`config.mk`:
```
export PLATFORM = sky130hd
export DESIGN_NAME = xtea_half_round
export DESIGN_NICKNAME = d
export VERILOG_FILES = /design/src/rtl/xtea_pkg.sv /design/src/rtl/xtea_half_round.sv
export SDC_FILE = /design/constraint.sdc
export NUM_CORES = 1
export LEC_CHECK = 0
export ABC_AREA = 1
export BUFFER_PORTS_ARGS = -buffer_cell sky130_fd_sc_hd__buf_2
export CORE_ASPECT_RATIO = 0.5
export CORE_UTILIZATION = 50
export CTS_CLUSTER_SIZE = 10
export DETAILED_ROUTE_END_ITERATION = 16
export PLACE_DENSITY = 0.77
export SYNTH_ARGS = -nofsm -noshare
export SYNTH_HDL_FRONTEND = slang
export SYNTH_SLANG_ARGS = --single-unit
```
`constraint.sdc`:
```
create_clock -name clk_i -period 1 [get_ports clk_i]
set_input_delay 0.3 -clock clk_i [delete_from_list [all_inputs] [get_ports clk_i]]
set_output_delay 0.3 -clock clk_i [all_outputs]
set_load 0.005 [all_outputs]
```
`src/rtl/xtea_pkg.sv`:
```
`timescale 1ns / 1ps
`default_nettype none
// ----------------------------------------------------------------------------
// XTEA package
// Shared types, register codes and round helper functions for the XTEA core.
// ----------------------------------------------------------------------------
package xtea_pkg;

  localparam logic [31:0] DELTA = 32'h9E37_79B9;

  localparam logic OP_ENCRYPT = 1'b0;
  localparam logic OP_DECRYPT = 1'b1;

  localparam int unsigned CFG_IDX_W  = 3;
  localparam int unsigned CFG_DATA_W = 32;

  localparam logic [CFG_IDX_W-1:0] REG_KEY0      = 3'd0;
  localparam logic [CFG_IDX_W-1:0] REG_KEY1      = 3'd1;
  localparam logic [CFG_IDX_W-1:0] REG_KEY2      = 3'd2;
  localparam logic [CFG_IDX_W-1:0] REG_KEY3      = 3'd3;
  localparam logic [CFG_IDX_W-1:0] REG_KEY_VALID = 3'd4;

  typedef struct packed {
    logic        opcode;
    logic [31:0] half_first;
    logic [31:0] half_second;
    logic        last_block;
  } in_t;

  typedef struct packed {
    logic [31:0] out_first;
    logic [31:0] out_second;
    logic        status_ok;
    logic        out_last;
  } out_t;

  typedef struct packed {
    logic [3:0][31:0] key;
    logic             valid;
  } key_cfg_t;

  typedef struct packed {
    logic        op;
    logic [31:0] v0;
    logic [31:0] v1;
    logic        ok;
    logic        last;
  } pipe_t;

  function automatic logic [31:0] xtea_mix(input logic [31:0] x);
    return ((x << 4) ^ (x >> 5)) + x;
  endfunction

  // Round sum delta * n modulo 2^32; only ever called on constants.
  function automatic logic [31:0] xtea_round_sum(input int unsigned n);
    logic [63:0] prod;
    prod = 64'(DELTA) * 64'(n);
    return prod[31:0];
  endfunction

endpackage
`default_nettype wire

```
`src/rtl/xtea_half_round.sv`:
```
`timescale 1ns / 1ps
`default_nettype none
// ----------------------------------------------------------------------------
// XTEA half-round stage
// One registered Feistel half-round; the round sum and key select are fixed
// per stage, with encrypt and decrypt variants chosen by the beat's opcode.
// ----------------------------------------------------------------------------
module xtea_half_round
  import xtea_pkg::*;
#(
  parameter int unsigned ROUNDS    = 32,
  parameter int unsigned ROUND_IDX = 0,
  parameter int unsigned PHASE     = 0
) (
  input  wire logic     clk_i,
  input  wire logic     rst_ni,
  input  wire key_cfg_t key_cfg_i,
  input  wire logic     valid_i,
  input  wire pipe_t    data_i,
  output logic          valid_o,
  output pipe_t         data_o
);

  // Encryption walks the sum upward from zero, decryption downward from
  // delta * ROUNDS, so each stage sees two fixed sums.
  localparam logic [31:0] EncSum =
      xtea_round_sum((PHASE == 0) ? ROUND_IDX : ROUND_IDX + 1);
  localparam logic [31:0] DecSum =
      xtea_round_sum((PHASE == 0) ? ROUNDS - ROUND_IDX : ROUNDS - ROUND_IDX - 1);
  localparam logic [1:0] EncSel = (PHASE == 0) ? EncSum[1:0] : EncSum[12:11];
  localparam logic [1:0] DecSel = (PHASE == 0) ? DecSum[12:11] : DecSum[1:0];

  logic        valid_q;
  pipe_t       data_q;
  pipe_t       data_d;
  logic        upd_v0;
  logic [31:0] src;
  logic [31:0] tgt;
  logic [31:0] sum;
  logic [31:0] key;
  logic [31:0] tweak;
  logic [31:0] upd;

  always_comb begin
    // Encrypt touches v0 first, decrypt touches v1 first.
    upd_v0 = (data_i.op == OP_ENCRYPT) ? (PHASE == 0) : (PHASE != 0);
    src    = upd_v0 ? data_i.v1 : data_i.v0;
    tgt    = upd_v0 ? data_i.v0 : data_i.v1;
    sum    = (data_i.op == OP_ENCRYPT) ? EncSum : DecSum;
    key    = (data_i.op == OP_ENCRYPT) ? key_cfg_i.key[EncSel] : key_cfg_i.key[DecSel];
    tweak  = xtea_mix(src) ^ (sum + key);
    upd    = (data_i.op == OP_ENCRYPT) ? tgt + tweak : tgt - tweak;

    data_d = data_i;
    if (data_i.ok) begin
      if (upd_v0) begin
        data_d.v0 = upd;
      end else begin
        data_d.v1 = upd;
      end
    end
  end

  always_ff @(posedge clk_i or negedge rst_ni) begin
    if (!rst_ni) begin
      valid_q <= 1'b0;
    end else begin
      valid_q <= valid_i;
    end
  end

  always_ff @(posedge clk_i) begin
    data_q <= data_d;
  end

  assign valid_o = valid_q;
  assign data_o  = data_q;

endmodule
`default_nettype wire

```
==> results of run 1 <==
timing repair:
action | CTS
hold endpoints to repair | 1
resized for setup | 200
endpoints found under the setup margin | 132
cloned | 6
hold buffers | 1
setup buffers | 37
pin swaps | 80
stage by stage:
stage	area [um^2]	instances
after floorplan	10300	1709
after global placement	14600	2554
after detailed placement	14600	2554
after CTS	16200	2602
synth_stat cells, types with 5 or more instances:
| library cell | n |
|---|---|
| dfxtp_1 | 67 |
| nand3_1 | 92 |
| a21o_1 | 5 |
| nand2_1 | 550 |
| ha_1 | 81 |
| o21ai_2 | 8 |
| nand3b_1 | 17 |
| a31oi_1 | 7 |
| xnor2_1 | 34 |
| inv_1 | 261 |
| nand3_2 | 6 |
| o21ai_0 | 161 |
| nor2_1 | 99 |
| nand2_2 | 24 |
| nor3_1 | 14 |
| a21boi_0 | 5 |
| o21ai_1 | 6 |
| clkbuf_1 | 27 |
| xor2_1 | 76 |
| nor4_1 | 6 |
| a21oi_1 | 83 |
| nand4_1 | 23 |
| o21a_1 | 6 |
logic make-up after synthesis:
kind of cell	Yosys count
and+or+nand+nor	847
buffers and inverters	302
AOI/OAI and AO/OA	296
xor gates and xnor gates	113
adders and majority gates	83
DFF	68
layer usage:
metal	GRT usage, %	GRT overflow
met1	72.7	0
met2	90.7	3
met4	69.8	4
met5	37.9	0
met3	59.3	0
==> results.cfg, run 1 <==
[floorplanning]
dieWidth_um = 201
start_util_pct = 52.3
floorplan.rows = 35
ios = 267
die_h_um = 101

[logic_synthesis]
synth-edff-count = 0
synth_compound_area_share_pct = 16.3
yosysTopAreaCellShare_pct = 20.9
synth_fp_nets = 1991
synth_area_leaders = nand2_1 21%, dfxtp_1 14%, ha_1 10%
syn-cell-area_um2 = 9870
yosys_warnings = 0
yosysTopAreaCell = nand2_1
synth_cell_types = 49
yosysSeqAreaShare_pct = 13.8
syn-instance-count = 1709
synth_top_family_by_area = simple AND/OR/NAND/NOR gates
synth_fa_ha_area_share_pct = 10.7
async_flop_share_pct = 1.47
ys_ff_latch = 68
syn_area_per_cell_um2 = 5.77
synthXorXnorAreaFrac_pct = 10.5
synth_flop_cell = dfxtp_1
synth-simple-area-share_pct = 36.7
synth_mux_area_share_pct = 0

[clocking]
cts_max_level = 3
numCtsBuffers = 9
clock_sinks = 68
clock_path_buffers = 2
root_buffer = clkbuf_16

[outcome]
failed_stage = global routing
status = did not finish
tool.error = [ERROR GRT-0232] Routing congestion too high. Check the congestion heatmap in the GUI.

[timing]
worst_endpoint_kind = register input
repair-timing-grt-worst-ep = data_o[33]$_DFF_P_/D

[placed_design]
place_hpwl_um = 31800
gp_congestion = 0.976
portBuffers = 201
dp_slack_ps = -4370

[global_route]
grt-ovfl-total = 7
grt_usage_pct = 73.1
grt_start_max_net_pins = 45
==> run 2: changes to the inputs <==
Settings changed: CORE_ASPECT_RATIO 0.5 to not set, CORE_UTILIZATION 50 to 35, CTS_CLUSTER_SIZE 10 to not set, PLACE_DENSITY 0.77 to not set, PLACE_DENSITY_LB_ADDON set to 0.15.
==> results.cfg, run 2 <==
[clocking]
numCtsBuffers = 9
clock_path_buffers = 2
clock_sinks = 68
root_buffer = clkbuf_16
cts_tree = done
cts_max_level = 3
clk_pin_slew_ps = 50

[logic_synthesis]
syn_area_per_cell_um2 = 5.77
synth_fp_nets = 1991
syn-instance-count = 1709
yosysTopAreaCell = nand2_1
yosysSeqAreaShare_pct = 13.8
synth_area_leaders = nand2_1 21%, dfxtp_1 14%, ha_1 10%
synth-edff-count = 0
async_flop_share_pct = 1.47
yosysMostFrequentCell = nand2_1
synth_cell_types = 49
yosys-top-cells-count = 550 x nand2_1, 261 x inv_1, 161 x o21ai_0
synth_flop_cell = dfxtp_1
ys_ff_latch = 68
yosys_warnings = 0
syn-cell-area_um2 = 9870
yosysTopAreaCellShare_pct = 20.9

[layout]
largest_reg_flops = 67
instances_no_fill = 2737
nets = 2636
diodes = 0
layout_common_cells = 500 x nand2_1, 440 x buf_4, 245 x inv_1, 200 x buf_2, 77 x nand3_1
fillCellCount = 2658
final_area_um2 = 16900
syn2layout_area_growth_pct = 70.8
drive_gt1_share_pct = 42.6
final_common_cell = nand2_1

[critical_path]
slowest_stage = ha_1
arrival_ps = 5040
cp_num_buf_inv = 8
crit_path_end_kind = flop
critPathMaxFanout = 14
max_stage_delay_ps = 380
cpMostUsedCell = nand2_2
startpoint_type = primary input
crit_type = in2reg
path_delay_family = simple AND/OR/NAND/NOR gates
required_ps = 1290

[detailed_routing]
drt-pass1-iter-count = 5
wl_per_cell_um = 14.1
drt-vias-per-instance = 4.74
drt_wl_total_um = 38700
drc = 0
routed-via-count = 12976
antenna_left = 0
drt_iter0_drc = 724

[placed_design]
placed_cell_area_um2 = 14800
dp_cells = 2669
gp_congestion = 0.932
place_hpwl_um = 31800
portBuffers = 201

[timing]
max_slew_margin_pct = 64.7
finalCritPeriodShare_pct = 476
timing.final.hold_violations = 0
setup_tns_ps = -193440
fmax_mhz = 210
timing.final.ws_setup_ps = -3760
fin_crit_ps = 4760
slew_viol_final = 0
rsz0062_at_grt = true
setup_viol = 132
worst_pin_slew_ps = 524

[global_route]
grt_start_max_net_pins = 34
grt_pass1_vias = 12112
antenna_found_initial = 0
grt_pass1_wl_um = 59200
grt-ovfl-total = 0
grt_usage_pct = 26.0

[floorplanning]
start_util_pct = 35.5
design.die.area_um2 = 28900
ios = 267
coreArea_um2 = 27800
floorplan.rows = 61
die_h_um = 170
dieWidth_um = 170

[hold_path]
hp-class = in2reg

[outcome]
failed_checks = negative setup slack
status = finished with violations

[power]
p_per_area_nw_per_um2 = 2060
leakage_uw = 0.00907
vdd_ir_drop_max_v = 0.00141

[flow_run]
maxCapViolCount = 0
==> run 2: cell counts after synthesis <==
No cell type changed its count.
==> run 2: where the power goes <==
part           total (uW)  switching [uW]  leakage, uW  internal, uW
Sequential           3540             134     0.000577          3410
Clock                3410            1220     0.000156          2190
Combinational       27700           14300      0.00834         13400
==> run 2: final timing paths <==
check	to	depth (start not counted)	start	slack, ps
setup / recovery	data_o[27]	35	data_i[66]	-3760
hold / removal	data_o[0]	1	data_i[0]	60
max in group asynchronous	valid_o	2	rst_ni	650
min in group asynchronous	valid_o	2	rst_ni	270
==> run 2: metal layers <==
metal,vias up,part of all wire (%),track usage (%)
li1,6754,-,-
met2,357,46,44.7
met4,0,2.9,8.97
met1,5811,46,33.9
met5,-,0,0
met3,54,4.8,2.26
==> run 2: timing repair <==
item / CTS / global route
endpoints found under the setup margin: 132 / 132
gates cloned: 3 / 1
endpoints found under the hold margin: 1 / 0
resized for setup: 178 / 129
hold buffers: 1 / 0
buffers inserted: 33 / 17
pin swaps: 110 / 76
==> run 2: kinds of logic after synthesis <==
| kind of cell | Yosys count | share of synthesized area, % |
|---|---|---|
| AND/OR/NAND/NOR | 847 | 36.7 |
| XOR/XNOR | 113 | 10.5 |
| AO/OA/AOI/OAI | 296 | 16.3 |
| buffers and inverters | 302 | 11.9 |
| adder cells (fa/ha/maj) | 83 | 10.7 |
| flip-flops | 68 | 13.8 |
==> run 2: per-stage QoR <==
step,setup WS (ps),hold WS [ps],utilization [%],total power (uW)
final,-3760,61.7,60.7,34700
after global routing,-4030,47.6,60.7,37200
after CTS,-3680,50.0,58.1,32000
after detailed placement,-4370,77.0,53.2,25700
after global placement,-4260,74.4,53.2,25400
after floorplan,-4030,4.41,-,15800
==> run 2: cell type report <==
class                           instances  area, um^2  share of cell area (%)
Timing Repair Buffer                  671        4850                    28.8
Multi-Input combinational cell       1339        8830                    52.4
Inverter                              265        1000                    5.95
Tap cell                              378         473                    2.81
Clock inverter                          7        98.8                   0.587
Sequential cell                        68        1370                    8.14
Clock buffer                            9         225                    1.34
(Power assumes the default switching activity.)
