## src/rtl/xtea_pkg.sv

```systemverilog
`timescale 1ns / 1ps
`default_nettype none
// ----------------------------------------------------------------------------
// XTEA package
// Shared types, register codes and round helper functions for the XTEA core.
// ----------------------------------------------------------------------------
package xtea_pkg;

  localparam logic [31:0] DELTA = 32'h9E37_79B9;

  localparam logic OP_ENCRYPT = 1'b0;
  localparam logic OP_DECRYPT = 1'b1;

  localparam int unsigned CFG_IDX_W  = 3;
  localparam int unsigned CFG_DATA_W = 32;

  localparam logic [CFG_IDX_W-1:0] REG_KEY0      = 3'd0;
  localparam logic [CFG_IDX_W-1:0] REG_KEY1      = 3'd1;
  localparam logic [CFG_IDX_W-1:0] REG_KEY2      = 3'd2;
  localparam logic [CFG_IDX_W-1:0] REG_KEY3      = 3'd3;
  localparam logic [CFG_IDX_W-1:0] REG_KEY_VALID = 3'd4;

  typedef struct packed {
    logic        opcode;
    logic [31:0] half_first;
    logic [31:0] half_second;
    logic        last_block;
  } in_t;

  typedef struct packed {
    logic [31:0] out_first;
    logic [31:0] out_second;
    logic        status_ok;
    logic        out_last;
  } out_t;

  typedef struct packed {
    logic [3:0][31:0] key;
    logic             valid;
  } key_cfg_t;

  typedef struct packed {
    logic        op;
    logic [31:0] v0;
    logic [31:0] v1;
    logic        ok;
    logic        last;
  } pipe_t;

  function automatic logic [31:0] xtea_mix(input logic [31:0] x);
    return ((x << 4) ^ (x >> 5)) + x;
  endfunction

  // Round sum delta * n modulo 2^32; only ever called on constants.
  function automatic logic [31:0] xtea_round_sum(input int unsigned n);
    logic [63:0] prod;
    prod = 64'(DELTA) * 64'(n);
    return prod[31:0];
  endfunction

endpackage
`default_nettype wire

```

## src/rtl/xtea_cfg_regs.sv

```systemverilog
`timescale 1ns / 1ps
`default_nettype none
// ----------------------------------------------------------------------------
// XTEA configuration registers
// Holds the four key words and the key valid flag written over the cfg port.
// ----------------------------------------------------------------------------
module xtea_cfg_regs
  import xtea_pkg::*;
(
  input  wire logic                  clk_i,
  input  wire logic                  rst_ni,
  input  wire logic                  cfg_we_i,
  input  wire logic [CFG_IDX_W-1:0]  cfg_idx_i,
  input  wire logic [CFG_DATA_W-1:0] cfg_wdata_i,
  output key_cfg_t                   key_cfg_o
);

  logic [3:0][31:0] key_q;
  logic             key_valid_q;

  always_ff @(posedge clk_i or negedge rst_ni) begin
    if (!rst_ni) begin
      key_q       <= '0;
      key_valid_q <= 1'b0;
    end else if (cfg_we_i) begin
      unique case (cfg_idx_i)
        REG_KEY0:      key_q[0]    <= cfg_wdata_i;
        REG_KEY1:      key_q[1]    <= cfg_wdata_i;
        REG_KEY2:      key_q[2]    <= cfg_wdata_i;
        REG_KEY3:      key_q[3]    <= cfg_wdata_i;
        REG_KEY_VALID: key_valid_q <= cfg_wdata_i[0];
        default: ;
      endcase
    end
  end

  assign key_cfg_o.key   = key_q;
  assign key_cfg_o.valid = key_valid_q;

endmodule
`default_nettype wire

```

## config.mk

```make
export PLATFORM = sky130hd
export DESIGN_NAME = xtea_cfg_regs
export DESIGN_NICKNAME = d
export VERILOG_FILES = /design/src/rtl/xtea_pkg.sv /design/src/rtl/xtea_cfg_regs.sv
export SDC_FILE = /design/constraint.sdc
export NUM_CORES = 1
export LEC_CHECK = 0
export BUFFER_PORTS_ARGS = -buffer_cell sky130_fd_sc_hd__buf_2
export CAP_MARGIN = 5
export CORE_MARGIN = 1.5
export CORE_UTILIZATION = 40
export DETAILED_ROUTE_END_ITERATION = 6
export PLACE_DENSITY_LB_ADDON = 0.05
export SETUP_SLACK_MARGIN = 0.02
export SLEW_MARGIN = 30
export SYNTH_ARGS = -nofsm -noshare
export SYNTH_HDL_FRONTEND = slang
export SYNTH_SLANG_ARGS = --single-unit
```

## constraint.sdc

```tcl
create_clock -name clk_i -period 1.7 [get_ports clk_i]
set_input_delay 0 -clock clk_i [delete_from_list [all_inputs] [get_ports clk_i]]
set_output_delay 0 -clock clk_i [all_outputs]
set_load 0.05 [all_outputs]
```

# After elaboration in Yosys (flattened, before gate mapping)
# Index checks and enable logic that the tools add are counted.
[totals] elab_cells=15 inputBits=38 register_bits=129 out_inout_bits=129
[classes] eq_ne=4 n_reduce_logical=6
[ops] operator="AND reduction 2 bit" n=5
[ops] operator="== test 3 x 2 -> 1 bit (second input constant)" n=2
[ops] operator="== test 3 x 1 -> 1 bit (second input constant)" n=1
[ops] operator="== test 3 bit (second input constant)" n=1
[ops] operator="logical NOT 3 bit" n=1

# Depth between registers and ports, before layout
# Gate-level depths: netlist of the first run.
[depth] word_depth=2 ltp_mapped=4 ltp_nobuf=2

# Worst setup path before layout of the first run
# No wires, ideal clock.
[synth_path] path_kind="input to register" from="input port cfg_idx_i[1]" to="register key_q, in the netlist key_cfg_o[1]" n_path_buf=1 required_time_ns=1.575 setup_slack_ns=0.652 arrival_time_ns=0.923 path_stages=3 cell_sequence="nor4b_4 > buf_6 > mux2_2"
[synth_via] elab_chain_len=2
[synth_lines] item="from (decl)" line="xtea_cfg_regs.sv:13" text="input wire logic [CFG_IDX_W-1:0] cfg_idx_i,"
[synth_lines] item="logical NOT 3 bit" line="xtea_cfg_regs.sv:26" text="unique case (cfg_idx_i)"
[synth_lines] item="AND reduction 2 bit (no line)"
[synth_lines] item="to (decl)" line="xtea_cfg_regs.sv:18" text="logic [3:0][31:0] key_q;"
# Every way passes these cells.
# A chain may end at the register's enable or synchronous reset.

# Worst setup path in the final report of the first run
[layout_path] from="register key_q, in the netlist key_cfg_o[28]" to="output port key_cfg_o[28] (netlist bit)"
[layout_lines] item="to (decl)" line="xtea_cfg_regs.sv:15" text="output key_cfg_t key_cfg_o"
# No word-level cell between the ends.

==> results.txt, run 1 <==
Final setup viols = 0
IO Pins = 167
Buffers on Ports = 166
Max Clk Rate = 960 MHz
Worst Setup End Kind = primary output
share of cells above drive strength 1 = 64.3%
CP Class = flip-flop to primary output
clock group share of total power = 30.1%
sw power = 0.00459 W
dpl cells = 582
worst-margin pin slew = 0.676 ns
startpoint types = flip-flop
pre-CTS setup slack = 0.373 ns
HP Class = primary input to flip-flop
cell taking the most area after synthesis = dfrtp_1
Antenna Violating Nets Remaining = 0
Final min period = 1.04 ns
Yosys cell types = 9
Synth Area in Compound Gates = 0%
normalized max-slew margin = 54.9%
Critical path origin = key_cfg_o[28]
Area growth syn-to-layout = 39.4%
DR vias/cell = 4.84
crit-path cells = buf_2
Crit path required time = 1.70 ns
setup ws final = 0.658 ns
Mapped Area = 4880 um2
diode count = 0
Critical Path End = key_cfg_o[28]
clock buffer depth = 2
Worst-Skew Late Latency = 0.40 ns
Die Y = 113 um
most common cell in the netlist = dfrtp_1
final core utilization = 56.9%
DRT Pass-1 Iters = 4
syn_nets = 316
Post-synth EDFFs = 0
# Max-Cap Violations = 0
reg2reg path depth = 1
mux share of post-synthesis cell area = 29.8%
top-area cell type share of the netlist area = 66.2%
status = finished clean
total CTS buffers = 17
Residual DRC = 0
unrepaired setup endpoints after global routing = false
Core Region = 12000 um2
total track usage = 17.8%
Top delay family on crit path = flip-flops
Reg clk slew, reported paths = 0.05 ns
Synth area leaders = dfrtp_1, mux2_2, mux2_1
reg2reg end = key_cfg_o[28]
Starting DRT DRC Count = 100
Chip Width = 113 um
critical-path maximum fanout = 2
gp weighted congestion = 0.753
post-DR wirelength/cell = 16.7 um
TNS Setup = 0 ns
routed vias = 3126
cells after synthesis = 278
crit path DAT = 1.04 ns
instance count on the critical path = 1
CTS H-tree depth = 4
clk sinks = 129
CTS tree = yes
post-synthesis adder-cell area fraction = 0%
synth warn = 0
asr flop ratio synth = 100%
worst setup skew after layout = 0 ns
Initial Util = 40.8%
Min-Delay Startpoint = cfg_idx_i[0]
Post-Layout Cell Count = 646
die area = 12900 um2
Avg Cell Area, Syn = 17.5 um2
Simple-Gate Fraction of Synth Area = 1.28%
# rows = 40
DR top layer = met4
remaining global-route overflow = 0
HPWL Detailed = 6.88 mm
Seq/Total Area, Yosys = 66.2%
most frequent cells after synthesis = dfrtp_1, mux2_2, mux2_1
dominant synthesized flop cell = dfrtp_1
nets = 525
antenna violations before repair = 0
vias in the first global route = 3256
fin. max-slew vios = 0
peak per-stage delay on the critical path = 0.36 ns
Comb power frac = 35.2%
peak supply drop = 0.690 mV
Max stage delay cell, worst path = dfrtp_1
largest net degree at the start of global routing = 130
FF-to-FF setup slack = 0.89 ns
Leak Pwr = 3.26 nW
register share of total power = 34.7%
worst r2r src = key_cfg_o[28]
Tcrit/Tclk final = 61.3%
met1 wire length = 4.40 mm
main combinational cell family by area after synthesis = multiplexers
Switching Fraction = 39.1%
wire length on met2 = 5.48 mm
first-pass GRT wire length = 17.2 mm
CP Buf/Inv Count = 1
Int Pwr = 0.00714 W
pwr/cell area = 1730 nW/um2
XOR/XNOR share of the synthesized area = 0%
synthesized flop and latch total = 129
Clock Tree Root = clkbuf_16
WL final = 10.8 mm
Hold Vio Cnt, Final = 0
DR WL met3 = 664 um
flip-flops by register name, indices dropped and copies added, names as in the netlist:
| register | cells |
|---|---|
| key_cfg_o | 128 |
| key_valid_q | 1 |
kinds of logic (layout without fill, tap and decap cells):
family        count (synthesis)  count (layout)
mux                         129             129
simple gates                  5               5
buf+inv                      15             236
flops                       129             129
tightest hold or removal path, cell delays in order:
cell	delay [ns]
buf_2	0.17
nor4bb_1	0.08
mux2_2	0.21
power groups by stage:
stage	sequential, W	clock (W)	combinational, W
6_report	0.00407	0.00353	0.00413
3_3_place_gp	0.00410	0	0.00407
4_1_cts	0.00408	0.00362	0.00417
2_1_floorplan	0.00651	0	0.000659
5_1_grt	0.00416	0.00376	0.00429
3_5_place_dp	0.00413	0	0.00411
cells in the final DEF (no fill, tap or decap):
| master | count |
|---|---|
| clkbuf_16 | 17 |
| nand4b_1 | 1 |
| buf_4 | 3 |
| nor4bb_4 | 2 |
| buf_2 | 165 |
| mux2_1 | 10 |
| clkbuf_1 | 4 |
| dlygate4sd3_1 | 33 |
| nor4bb_1 | 1 |
| clkinv_2 | 3 |
| dfrtp_1 | 129 |
| nor4b_4 | 1 |
| bufinv_16 | 2 |
| mux2_2 | 119 |
| buf_12 | 4 |
| clkbuf_8 | 5 |
cell type report:
type | count | area (um2)
fill | 998 | 5160
tap | 147 | 184
clock buffer | 26 | 509
timing repair buffer | 205 | 1260
multi-input combinational | 134 | 1550
clock inverter | 5 | 75.1
sequential | 129 | 3230
per-layer routing:
layer | track usage, % | vias to the layer above
met3 | 6.32 | 15
met2 | 30.0 | 101
met5 | 0 | -
met4 | 7.75 | 0
met1 | 20.5 | 1598
li1 | - | 1412
worst min path at each step:
stage,endpoint,slack (ns),depth (start not counted)
finish,key_valid_q,0.09,3
global route,key_valid_q,0.08,3
CTS,key_valid_q,0.07,3
detailed placement,key_cfg_o[98],0.17,2
global placement,key_cfg_o[2],0.17,2
floorplan,key_cfg_o[100],-0.30,0
per-stage QoR:
stage	total power, W	hold slack, ns	cell area, um2
3_3_place_gp	0.00817	0.170	5890
5_1_grt	0.0122	0.0846	6800
6_report	0.0117	0.0895	6800
2_1_floorplan	0.00717	-0.296	4880
3_5_place_dp	0.00823	0.171	5890
4_1_cts	0.0119	0.0659	6800
timing repair:
| item | CTS | global route |
|---|---|---|
| setup buffers | 0 | 0 |
| resized for setup | 0 | 0 |
| hold endpoints to repair | 258 | 0 |
| hold buffers | 33 | 0 |
Note: power is estimated with default switching activity, not from simulation.
==> run 2, diff against run 1 <==
- clock period: 1.7 -> 0.9 ns (I/O delays scaled with it)
==> run 2 against run 1 <==
The run now ends with setup timing left. Clock power up 99%. Critical path depth unchanged. Routed wire length increased by 20%. Non-clock buffer count rose by 57. Final area up 26%. First-iteration DRC count rose by 16%.
==> results.txt, run 2 (synthesized netlist as in run 1, its figures left out) <==
HP Class = primary input to async pin
first-pass GRT wire length = 19.9 mm (+16%)
pwr/cell area = 3030 nW/um2 (+76%)
Post-Layout Cell Count = 704 (+9.0%)
dpl cells = 592 (+1.7%)
Initial Util = 40.8% (unchanged)
pre-CTS setup slack = -0.394 ns (-0.767 ns)
Final min period = 1.00 ns
status = finished, violations left
Area growth syn-to-layout = 75.2%
peak supply drop = 1.77 mV (+160%)
total CTS buffers = 17 (unchanged)
met2 track demand over resource = 33.9% (+3.9 points)
IO Pins = 167 (unchanged)
Top delay family on crit path = flip-flops
Cell Area, Placed = 6230 um2 (+5.9%)
Tcrit/Tclk final = 111%
worst setup skew after layout = 0 ns (unchanged)
HPWL Detailed = 7.58 mm (+10%)
CP Buf/Inv Count = 1 (unchanged)
Max Clk Rate = 999 MHz
worst r2r src = key_cfg_o[86]
DRT Pass-1 Iters = 4 (unchanged)
Antenna Violating Nets Remaining = 0 (unchanged)
nets = 582 (+11%)
area of the multi-input gates = 1730 um2 (+12%)
Worst-Skew Late Latency = 0.41 ns (about the same)
die area = 12900 um2 (unchanged)
post-DR wirelength/cell = 18.3 um (+10%)
peak per-stage delay on the critical path = 0.43 ns (+0.07 ns)
met1 GRT Util = 25.7% (+5.2 points)
share of cells above drive strength 1 = 77.2% (+13 points)
DR vias/cell = 4.75 (-1.8%)
Die Y = 113 um (unchanged)
crit path DAT = 1.00 ns (-0.04 ns)
Buffers on Ports = 166 (unchanged)
clk sinks = 129 (unchanged)
Max stage delay cell, worst path = dfrtp_2
gp weighted congestion = 0.739 (-1.8%)
CTS H-tree depth = 4 (unchanged)
M3 GR Usage = 6.59% (+0.27 points)
reg2reg end = key_cfg_o[86]
normalized max-slew margin = 78.0% (+23 points)
Final setup viols = 158 (+158)
CP Class = flip-flop to primary output
Clock Tree Root = clkbuf_16
failing checks = setup timing
routed vias = 3345 (+7.0%)
max FFs per register = 128 (unchanged)
total track usage = 20.7% (+2.9 points)
worst-margin pin slew = 0.330 ns (-0.347 ns)
largest net degree at the start of global routing = 34 (-74%)
critical-path maximum fanout = 2 (unchanged)
antenna violations before repair = 0 (unchanged)
FF-to-FF setup slack = -0.02 ns (-0.91 ns)
Starting DRT DRC Count = 116 (+16%)
Core Region = 12000 um2 (unchanged)
clock buffer depth = 2 (unchanged)
WL final = 12.9 mm (+20%)
unrepaired setup endpoints after global routing = true
vias in the first global route = 3625 (+11%)
Worst Setup End Kind = primary output
TNS Setup = -9.01 ns (-9.01 ns)
commonest cells after routing, fill and taps aside = buf_6, dfrtp_1, mux2_2, mux2_4, dfrtp_2
reg2reg path depth = 2 (+1)
# Max-Cap Violations = 0 (unchanged)
fin. max-slew vios = 0 (unchanged)
gr busiest metal = met2
Reg area = 3280 um2 (+1.7%)
Chip Width = 113 um (unchanged)
CTS tree = yes
diode count = 0 (unchanged)
# rows = 40 (unchanged)
Residual DRC = 0 (unchanged)
startpoint types = flip-flop
Hold Vio Cnt, Final = 0 (unchanged)
remaining global-route overflow = 0 (unchanged)
crit-path cells = buf_8
Reg clk slew, reported paths = 0.05 ns (about the same)
final hold slack = 0.0173 ns (-0.0722 ns)
Final Cell Area = 8540 um2 (+26%)
setup ws final = -0.101 ns (-0.760 ns)
Leak Pwr = 3.98 nW (+22%)
commonest non-fill, non-tap cell in the layout = buf_6
Fillers = 812 (-19%)
Crit path required time = 0.90 ns (-0.80 ns)
-- run 2: cell count changes in the layout (fill, tap and decap cells not counted), moves of 5 or more --
cell | before | now
buf_6 | 0 | 152
clkinv_2 | 3 | 8
buf_12 | 4 | 9
mux2_1 | 10 | 4
mux2_4 | 0 | 48
mux2_2 | 119 | 77
dfrtp_2 | 0 | 44
clkbuf_8 | 5 | 0
dfrtp_1 | 129 | 85
buf_2 | 165 | 32
buf_8 | 0 | 8
buf_4 | 3 | 24
-- run 2: per-layer routing --
metal | share of wire [%] | routed length (um)
met3 | 4.9 | 637
met5 | 0 | 0
met4 | 1.6 | 211
met2 | 52 | 6690
met1 | 42 | 5360
-- run 2: final cells by class --
class / count / share of cell area [%]
clock buffers: 19 / 5.07
clock inverters: 13 / 1.96
multi-input cells: 134 / 20.2
flip-flops and latches: 129 / 38.4
well taps: 147 / 2.15
repair buffers: 262 / 32.2
-- run 2: repair_timing --
| item | 4_1_cts | 5_1_grt |
|---|---|---|
| endpoints found under the hold margin | 258 | 0 |
| hold buffers | 34 | 0 |
| pin swaps | 0 | 1 |
| buffers inserted | 26 | 18 |
| cloned | 0 | 2 |
| resized for setup | 263 | 46 |
| setup endpoints to repair | 129 | 182 |
-- run 2: worst max path at each step --
stage                        from             to  slack, ns  cells past startpoint
global route        key_cfg_o[86]  key_cfg_o[86]      -0.13                      1
CTS                 key_cfg_o[97]  key_cfg_o[97]      -0.10                      1
finish              key_cfg_o[86]  key_cfg_o[86]      -0.10                      1
floorplan            cfg_idx_i[1]   key_cfg_o[1]      -0.15                      3
detailed placement   cfg_idx_i[1]   key_cfg_o[8]      -0.39                      4
global placement     cfg_idx_i[2]  key_cfg_o[72]      -0.37                      4
-- run 2: stage by stage --
stage | util, % | power, W
CTS | 68.5 | 0.0255
global route | 71.4 | 0.0269
global placement | 52.1 | 0.0159
detailed placement | 52.1 | 0.0159
finish | 71.4 | 0.0259
floorplan | - | 0.0139
-- run 2: report_power, final --
group	switching [W]	internal, W	total [W]
clock network	0.00244	0.00458	0.00703
logic	0.00605	0.00460	0.0106
registers	0.00102	0.00718	0.00820
total	0.00951	0.0164	0.0259
==> run 3, diff against run 2 <==
- BUFFER_PORTS_ARGS: -buffer_cell sky130_fd_sc_hd__buf_2 -> -buffer_cell sky130_fd_sc_hd__buf_4
==> run 3 against run 2 <==
The flow finishes with violations (hold timing, setup timing). Hold slack lost 0.026 ns. Non-clock buffer count fell by 6. First-iteration DRC count up 6.0%. Core utilization down 0.64 points. Sequential power about the same. Setup slack gained 0.018 ns. Maximum frequency increased by 1.8%. Critical path depth unchanged. Cell count fell by 0.85%. Flip-flop and latch count unchanged. Sequential share of layout area grew 0.35 points. Via count shrank 1.4%. Largest cell class unchanged.
==> results.txt, run 3 (synthesized netlist as in run 1, its figures left out) <==
Residual DRC = 0 (unchanged)
Int Pwr = 0.0160 W (-2.4%)
worst setup skew after layout = 0 ns (unchanged)
crit path DAT = 0.98 ns (-0.02 ns)
Max stage delay cell, worst path = dfrtp_2
Worst-Skew Late Latency = 0.41 ns (about the same)
HPWL Detailed = 7.79 mm (+2.8%)
setup ws final = -0.0838 ns (+0.0176 ns)
Cell Area, Placed = 6640 um2 (+6.5%)
Comb power frac = 41.5% (+0.3 points)
diode count = 0 (unchanged)
sw power = 0.00931 W (-2.2%)
max FFs per register = 128 (unchanged)
final hold slack = -0.00890 ns (-0.0262 ns)
Worst Setup End Kind = primary output
clock group share of total power = 26.2% (-1.0 points)
first-pass GRT wire length = 19.0 mm (-4.3%)
crit-path cells = buf_6
remaining global-route overflow = 0 (unchanged)
Chip Width = 113 um (unchanged)
HP Class = primary input to async pin
Top delay family on crit path = flip-flops
CP Buf/Inv Count = 1 (unchanged)
Fillers = 846 (+4.2%)
CTS tree = yes
clock buffer depth = 2 (unchanged)
WL final = 12.4 mm (-3.7%)
vias in the first global route = 3591 (-0.94%)
TNS Setup = -8.03 ns (+0.977 ns)
hold_buf cts = 33 (-2.9%)
total track usage = 19.8% (-0.93 points)
largest net degree at the start of global routing = 44 (+29%)
post-DR wirelength/cell = 17.8 um (-2.8%)
worst-margin pin slew = 0.342 ns (+0.0126 ns)
antenna violations before repair = 0 (unchanged)
peak per-stage delay on the critical path = 0.42 ns (about the same)
Switching Fraction = 36.8% (+0.044 points)
Final min period = 0.984 ns (-0.0176 ns)
# rows = 40 (unchanged)
# Max-Cap Violations = 0 (unchanged)
unrepaired setup endpoints after global routing = true
final core utilization = 70.8% (-0.64 points)
Final Cell Area = 8470 um2 (-0.89%)
FF-to-FF setup slack = -0.03 ns (about the same)
routed vias = 3298 (-1.4%)
IO Pins = 167 (unchanged)
DRT Pass-1 Iters = 3 (-1)
Tcrit/Tclk final = 109% (-2.0 points)
fin. max-slew vios = 0 (unchanged)
total CTS buffers = 17 (unchanged)
startpoint types = flip-flop
DR vias/cell = 4.72 (-0.56%)
normalized max-slew margin = 77.1% (-0.90 points)
Final setup viols = 137 (-13%)
Clock Tree Root = clkbuf_16
Leak Pwr = 3.94 nW (-1.2%)
Hold Vio Cnt, Final = 9 (+9)
CTS H-tree depth = 4 (unchanged)
Max Clk Rate = 1020 MHz (+1.8%)
commonest non-fill, non-tap cell in the layout = buf_6
Buffers on Ports = 166 (unchanged)
die area = 12900 um2 (unchanged)
commonest cells after routing, fill and taps aside = buf_6, dfrtp_1, mux2_2, buf_4, mux2_4
gp weighted congestion = 0.724 (-2.0%)
Reg clk slew, reported paths = 0.05 ns (about the same)
Core Region = 12000 um2 (unchanged)
Die Y = 113 um (unchanged)
Antenna Violating Nets Remaining = 0 (unchanged)
pwr/cell area = 2990 nW/um2 (-1.4%)
register share of total power = 32.3% (+0.6 points)
clk sinks = 129 (unchanged)
failing checks = hold timing, setup timing
Area growth syn-to-layout = 73.6%
CP Class = flip-flop to primary output
share of cells above drive strength 1 = 77.0% (-0.25 points)
critical-path maximum fanout = 2 (unchanged)
Crit path required time = 0.90 ns (about the same)
status = finished, violations left
peak supply drop = 1.82 mV (+3.0%)
Starting DRT DRC Count = 123 (+6.0%)
nets = 576 (-1.0%)
Initial Util = 40.8% (unchanged)
-- run 3: cell count changes in the layout (fill, tap and decap cells not counted), sizes merged --
| cell | delta |
|---|---|
| clkbuf | +7 |
| clkinv | -5 |
| bufinv | -3 |
| buf | -3 |
| clkinvlp | -1 |
| dlygate4sd3 | -1 |
-- run 3: per-layer routing --
metal,part of all wire [%],wire [um],track usage (%),up-vias
li1,-,-,-,1509
met1,41,5100,23.3,1656
met2,51,6300,33.0,105
met3,5.7,710,6.80,28
met4,2.5,307,8.58,0
met5,0,0,0,-
-- run 3: power groups by stage --
stage               Combinational [W]  Sequential (W)  Clock, W
floorplan                     0.00152          0.0124         0
global placement              0.00882         0.00793         0
CTS                            0.0102         0.00813   0.00678
detailed placement            0.00888         0.00798         0
finish                         0.0105         0.00817   0.00662
global route                   0.0109         0.00832   0.00700
-- run 3: final cells by class --
cell class	count	area, um2	area share, %
Clock buffer	28	537	6.34
Clock inverter	4	45.0	0.532
Multi-Input combinational cell	134	1720	20.4
Sequential cell	129	3280	38.8
Tap cell	147	184	2.17
Timing Repair Buffer	256	2690	31.8
-- run 3: metrics by stage --
stage                     power (W)  instances  setup slack [ns]
after global placement       0.0168        593            -0.395
after global routing         0.0262        698            -0.110
after detailed placement     0.0169        593            -0.434
final                        0.0253        698           -0.0838
after floorplan              0.0139        278            -0.148
after CTS                    0.0251        684            -0.114
-- run 3: final timing paths --
| kind | startpoint | endpoint | cells past startpoint |
|---|---|---|---|
| max in group asynchronous | rst_ni | key_cfg_o[125] | 3 |
| hold reg to reg | key_cfg_o[62] | key_cfg_o[62] | 1 |
| hold / removal | rst_ni | key_cfg_o[119] | 2 |
| min in group clk_i | cfg_idx_i[1] | key_valid_q | 4 |
| setup / recovery | key_cfg_o[128] | key_cfg_o[128] | 1 |
| setup reg to reg | key_cfg_o[76] | key_cfg_o[76] | 2 |
-- run 3: worst reg2reg max path, stage by stage, from the launching register on --
cell and delay (ns):
dfrtp_1 0.40, buf_4 0.14, mux2_4 0.26
-- run 3: timing repair --
item | in CTS | in global routing
pin swaps | 0 | 2
resized for setup | 134 | 26
buffers inserted | 26 | 12
cloned | 0 | 2
setup endpoints to repair | 130 | 181
hold endpoints to repair | 258 | 9
